## src/hdl/pfa_pkg.sv

```systemverilog
// ----------------------------------------------------------------------------
// pfa_pkg
// types and constants of the page frame allocator
// ----------------------------------------------------------------------------
package pfa_pkg;

  localparam int unsigned CFG_W  = 17;
  localparam int unsigned REF_W  = 16;
  localparam int unsigned ZONE_COUNT = 3;

  localparam logic [CFG_W-1:0] ZONE0_TOP_RST = 17'd256;
  localparam logic [CFG_W-1:0] ZONE1_TOP_RST = 17'd65536;
  localparam logic [REF_W-1:0] REF_MAX = 16'hFFFF;

  // register indexes
  localparam logic REG_ZONE0_TOP = 1'b0;
  localparam logic REG_ZONE1_TOP = 1'b1;

  // result status codes
  localparam logic [1:0] ST_OK     = 2'd0;
  localparam logic [1:0] ST_NONE   = 2'd1;
  localparam logic [1:0] ST_MISUSE = 2'd2;

  typedef enum logic [1:0] {
    FN_FREE    = 2'd0,
    FN_HOLD    = 2'd1,
    FN_RELEASE = 2'd2,
    FN_ALLOC   = 2'd3
  } pfa_func_t;

  typedef enum logic [3:0] {
    S_CLEAR,
    S_IDLE,
    S_RD,
    S_CHK,
    S_FIXP_RD,
    S_FIXP_WR,
    S_FIXN_RD,
    S_FIXN_WR,
    S_NEXT,
    S_SCAN_Z,
    S_SCAN_RD,
    S_SCAN_CHK,
    S_DONE
  } pfa_state_t;

  typedef struct packed {
    logic [CFG_W-1:0] zone0_top;
    logic [CFG_W-1:0] zone1_top;
    logic             upd;
  } pfa_cfg_t;

endpackage

```

## src/hdl/pfa_apb.sv

```systemverilog
// ----------------------------------------------------------------------------
// pfa_apb
// zone boundary registers behind the apb port
// ----------------------------------------------------------------------------
module pfa_apb (
  input  logic                  clk,
  input  logic                  rst_n,
  input  logic                  psel,
  input  logic                  penable,
  input  logic                  pwrite,
  input  logic [2:0]            paddr,
  input  logic [31:0]           pwdata,
  output logic [31:0]           prdata,
  output logic                  pready,
  output pfa_pkg::pfa_cfg_t     cfg
);

  logic [pfa_pkg::CFG_W-1:0] zone0_top_r, zone0_top_nxt;
  logic [pfa_pkg::CFG_W-1:0] zone1_top_r, zone1_top_nxt;
  logic                      upd_r, upd_nxt;
  logic                      wr;

  assign pready = 1'b1;
  assign wr     = psel & penable & pwrite;

  // register write decode
  always_comb begin
    zone0_top_nxt = zone0_top_r;
    zone1_top_nxt = zone1_top_r;
    upd_nxt       = wr;
    if (wr) begin
      unique case (paddr[2])
        pfa_pkg::REG_ZONE0_TOP: zone0_top_nxt = pwdata[pfa_pkg::CFG_W-1:0];
        pfa_pkg::REG_ZONE1_TOP: zone1_top_nxt = pwdata[pfa_pkg::CFG_W-1:0];
        default: ;
      endcase
    end
  end

  always_ff @(posedge clk) begin
    if (!rst_n) begin
      zone0_top_r <= pfa_pkg::ZONE0_TOP_RST;
      zone1_top_r <= pfa_pkg::ZONE1_TOP_RST;
      upd_r       <= 1'b0;
    end else begin
      zone0_top_r <= zone0_top_nxt;
      zone1_top_r <= zone1_top_nxt;
      upd_r       <= upd_nxt;
    end
  end

  // read back
  assign prdata = (paddr[2] == pfa_pkg::REG_ZONE1_TOP) ? 32'(zone1_top_r) : 32'(zone0_top_r);

  assign cfg.zone0_top = zone0_top_r;
  assign cfg.zone1_top = zone1_top_r;
  assign cfg.upd       = upd_r;

endmodule

```

## config.mk

```make
export PLATFORM = sky130hd
export DESIGN_NAME = pfa_apb
export DESIGN_NICKNAME = d
export VERILOG_FILES = /design/src/hdl/pfa_pkg.sv /design/src/hdl/pfa_apb.sv
export SDC_FILE = /design/constraint.sdc
export NUM_CORES = 1
export LEC_CHECK = 0
export BUFFER_PORTS_ARGS = -buffer_cell sky130_fd_sc_hd__buf_2
export CAP_MARGIN = 20
export CELL_PAD_IN_SITES_DETAIL_PLACEMENT = 0
export CELL_PAD_IN_SITES_GLOBAL_PLACEMENT = 1
export CORE_UTILIZATION = 32
export CTS_CLUSTER_SIZE = 12
export DETAILED_ROUTE_END_ITERATION = 16
export PLACE_DENSITY_LB_ADDON = 0.1
export SYNTH_ARGS = -nofsm -noshare
export SYNTH_HDL_FRONTEND = slang
export SYNTH_SLANG_ARGS = --single-unit
```

## constraint.sdc

```tcl
create_clock -name clk -period 1.7 [get_ports clk]
set_input_delay 0.085 -clock clk [delete_from_list [all_inputs] [get_ports clk]]
set_output_delay 0.085 -clock clk [all_outputs]
set_load 0.01 [all_outputs]
```

==> flow_summary.ini, run 1 <==
[outcome]
status = complete, no violations

[synthesis]
ys_seq_area_share_pct = 41.1
synth-edff-count = 0
synth_top_area_share_pct = 41.1
syn_area_per_cell_um2 = 9.84
synthDistinctLibCells = 15
synthFlopType = dfxtp_1
yosysWarnings = 0
yosys-top-cells-count = nand2_1, dfxtp_1, mux2i_1, buf_4, mux2_2
ys_ff_latch = 35
synth_area_leaders = dfxtp_1, mux2i_1, mux2_2
syn_inst = 173
async_flop_share_pct = 0
yosysTopAreaCell = dfxtp_1
synthesis.area_mm2 = 0.00170
synth_most_common_cell = nand2_1

[place]
place_area_mm2 = 0.00205
dp_slack_ns = 0.470
io_buffers = 74
dpl.hpwl_um = 2530
routabilityCongestion = 0.653

[setup_path]
crit_path_start_kind = flip-flop
worstPathRequired_ns = 1.62
crit_path_end_kind = primary output
path_class = reg2out
crit_fanout = 3
crit_arrival_ns = 1.01

[sta]
clock.fmax_ghz = 0.911
post-route-period-util_pct = 64.6
fin_worst_skew_ns = 0
fin_crit_ns = 1.10
hold_viol_final = 0
setup_tns_ns = 0
finalSetupViolCount = 0
rsz0062_at_grt = false
slew_viol_final = 0
worst_slack_ns = 0.602

[power]
ir_drop_mv = 0.303
leakagePower_nw = 1.19
p_int_mw = 1.21
p_sw_share_pct = 24.8
switching_power_uw = 399
pwr-share-comb_pct = 11.8
p_per_area_mw_per_mm2 = 755
power_mw = 1.61
clock_power_share_pct = 35.2
pwr-share-seq_pct = 52.9

[detailed_routing]
drtIter0Drc = 30
vias = 1360
routed_wl_um = 3580
vias_per_cell = 4.32
wl_per_cell_um = 11.4
drtPass1Iterations = 4
drc = 0
antenna_left = 0

[grt]
use_met3_pct = 4.28
gr-usage-all-layers_pct = 12.9
use_met2_pct = 21.3
grt_pass1_wl_um = 5380
gr-max-usage-layer = met2
antenna_found_initial = 0
grt-ovfl-total = 0
grt_pass1_vias = 1139
grt_max_degree = 37
use_met1_pct = 15.5

[cts]
cts_tree = done
clock_path_buffers = 2
clock_latency_ns = 0.28
cts_sinks = 35
cts-root-buf = clkbuf_8
hold_buffers = 0
cts_setup_buffers = 0
cts_inserted_buffers = 5
cts_max_level = 2
cts_resized = 0
clk_pin_slew_ns = 0.07

[final_layout]
stdcell_area_mm2 = 0.00213
final_util_pct = 41.7
layout-drive-gt1-share_pct = 42.0
syn2layout_area_growth_pct = 25.1
fin_nets = 284
diodes = 0

[floorplan]
ioPinCount = 108
num_rows = 26
dieArea_mm2 = 0.00562
die_h_um = 75.0
die_w_um = 75.0
core_mm2 = 0.00511
initial_core_util_pct = 33.3

[job]
cap_violations = 0

[hold_path]
hold_path_class = in2reg
==> power groups by stage <==
stage	Clock (mW)	Combinational [mW]	Sequential (mW)
2_1_floorplan	0	0.143	0.876
3_3_place_gp	0	0.193	0.870
3_5_place_dp	0	0.193	0.869
4_1_cts	0.602	0.193	0.851
5_1_grt	0.640	0.212	0.853
6_report	0.567	0.190	0.851
==> registers in the layout, summed over array words and instances (netlist names) <==
register     cells
upd_r            1
zone0_top_r     17
zone1_top_r     17
==> cell usage in the layout, fill, tap and decap left out <==
cell,instances
mux2i_1,34
and4_1,1
clkbuf_8,5
buf_2,74
dfxtp_1,35
and4b_1,1
clkinv_2,1
buf_12,1
nand4_2,1
nor2b_1,4
conb_1,16
nand2_1,49
mux2_2,17
nand4b_2,1
clkbuf_1,2
buf_4,3
==> per-stage QoR <==
step	hold WS (ns)	cells
2_1_floorplan	0.224	187
3_3_place_gp	0.346	307
3_5_place_dp	0.357	307
4_1_cts	0.0409	315
5_1_grt	0.0544	315
6_report	0.0563	315
==> final cells by class <==
cell class	count	area [um2]
repair buffers	78	413
well taps	70	87.6
clock buffers	7	76.3
fillers	538	2980
multi-input cells	124	847
flip-flops and latches	35	701
clock inverters	1	5.00
==> layer usage <==
layer	wire length, um	share of wire (%)
met3	183	5.1
met2	1750	49
met4	55	1.5
met5	0	0
met1	1590	45
==> worst paths after layout <==
kind	startpoint	end	slack, ns	depth (start not counted)
max	zone1_top_r[12]	prdata[12]	0.60	2
min	pwdata[8]	zone1_top_r[8]	0.06	3
max reg2reg	zone1_top_r[12]	zone1_top_r[12]	1.04	2
min reg2reg	zone0_top_r[0]	zone0_top_r[0]	0.47	2
==> worst max-delay path, stage by stage (launching register included) <==
cell     delay (ns)
dfxtp_1        0.33
mux2_2         0.26
buf_2          0.14
==> kinds of logic (layout without fill, tap and decap cells) <==
group	after synthesis	after routing	share of synthesized area, %
and+or+nand+nor	57	57	15.0
other	2	16	0.441
DFF	35	35	41.1
muxes	51	51	31.2
buffers and inverters	28	86	12.2
No activity file was read; power rests on OpenSTA's default activity.
==> inputs of run 2 (changes only) <==
- CORE_UTILIZATION: 32 -> 30
- clock period: 1.7 -> 1.1 ns (I/O delays scaled with it)
==> run 2 against run 1 <==
Net effect:
- die area up 6.5%
- critical endpoint is now prdata[9]
- combinational power increased by 61%
- via count down 1.0%
- worst setup slack worse by 0.56 ns
- largest cell class unchanged
- final area grew 1.3%
==> flow_summary.ini, run 2 (synthesized netlist as in run 1, its figures left out) <==
[setup_path]
timing.rr.end = zone0_top_r[8]
crit_path_start_kind = flip-flop
crit_start = zone1_top_r[9]
r2r-start = zone0_top_r[8]
crit_arrival_ns = 1.00
path_class = reg2out
worstPathRequired_ns = 1.04
crit_fanout = 3
regToRegSetupSlack_ns = 0.46
crit_path_end_kind = primary output
crit_path_end = prdata[9]
reg2reg_depth = 2

[floorplan]
initial_core_util_pct = 31.1
die_h_um = 77.3
die_w_um = 77.3
num_rows = 27
dieArea_mm2 = 0.00598
core_mm2 = 0.00547
ioPinCount = 108

[final_layout]
final-seq-area_um2 = 702
fill_cells = 576
syn2layout_area_growth_pct = 26.7
final_cell_mix = buf_2, nand2_1, mux2i_1, dfxtp_1, mux2_2
multi_input_comb_area_um2 = 847
fin_nets = 285
layout-drive-gt1-share_pct = 42.6
reg_top3 = zone0_top_r: 17 flops, zone1_top_r: 17 flops, upd_r: 1 flops
diodes = 0
final_util_pct = 39.4
final_common_cell = buf_2

[sta]
fin_crit_ns = 1.06
post-route-period-util_pct = 96.0
rsz0062_at_grt = false
setup_tns_ns = 0
finalSetupViolCount = 0
whs_ns = 0.0282
slew_viol_final = 0
hold_viol_final = 0
fin_worst_skew_ns = 0
clock.fmax_ghz = 0.947

[cts]
cts_setup_buffers = 0
cts-root-buf = clkbuf_8
clock_latency_ns = 0.27
cts_sinks = 35
cts_tree = done
clock_path_buffers = 2
hold_buffers = 0
cts_max_level = 2
cts_inserted_buffers = 5
clk_pin_slew_ns = 0.07
cts_resized = 0

[hold_path]
hold_depth = 3
hold_path_class = in2reg

[grt]
grt-ovfl-total = 0
grt_max_degree = 55
grt_pass1_wl_um = 5690
grt_pass1_vias = 1170
gr-usage-all-layers_pct = 12.4
antenna_found_initial = 0

[outcome]
status = complete, no violations

[place]
routabilityCongestion = 0.639
dpl.hpwl_um = 2570
io_buffers = 74

[detailed_routing]
drtIter0Drc = 35
wl_per_cell_um = 11.5
routed_wl_um = 3630
drc = 0
drtPass1Iterations = 4
vias_per_cell = 4.26
vias = 1346
antenna_left = 0

[power]
leakagePower_nw = 1.20
power_mw = 2.45
p_per_area_mw_per_mm2 = 1140
ir_drop_mv = 0.537

[job]
cap_violations = 0
## run 2: changes by cell type in the layout (fill, tap and decap cells not counted)
cell,delta
dfxtp_2,+1
clkinv_2,-1
buf_12,+2
dfxtp_1,-1
buf_4,-1
clkbuf_1,-1
## run 2: through the flow
stage,worst slack (ns),area (um2),std cells
3_3_place_gp,0.172,2080,310
3_5_place_dp,0.158,2080,310
6_report,0.0444,2160,316
5_1_grt,0.00418,2160,316
4_1_cts,0.0254,2160,316
2_1_floorplan,0.295,1760,187
## run 2: power breakdown
part | switching, mW | internal, mW
Combinational | 0.169 | 0.136
Clock | 0.409 | 0.421
Sequential | 0.0194 | 1.30
## run 2: worst min path at each step
stage	from	to	slack, ns
after floorplan	pwdata[8]	zone1_top_r[8]	0.19
after global placement	pwdata[8]	zone1_top_r[8]	0.32
after detailed placement	pwdata[8]	zone1_top_r[8]	0.33
after CTS	pwdata[8]	zone1_top_r[8]	0.02
after global routing	pwdata[8]	zone1_top_r[8]	0.03
final	pwdata[16]	zone0_top_r[16]	0.03
## run 2: area by class of cell
class	instances	share of cell area [%]
multi-input cells	124	39.3
flip-flops and latches	35	32.5
repair buffers	79	20.6
well taps	72	4.18
clock buffers	6	3.36
## run 2: critical path, stage by stage, from the launching register on
cell	delay (ns)
dfxtp_1	0.33
mux2_2	0.26
buf_2	0.13
## run 2: metal layers
layer	share of wire [%]	routed length (um)	GRT usage (%)	vias to the layer above
met4	1.6	57	5.66	0
li1	-	-	-	679
met3	6.1	220	4.00	7
met5	0	0	0	-
met1	45	1640	15.7	615
met2	47	1710	19.0	45
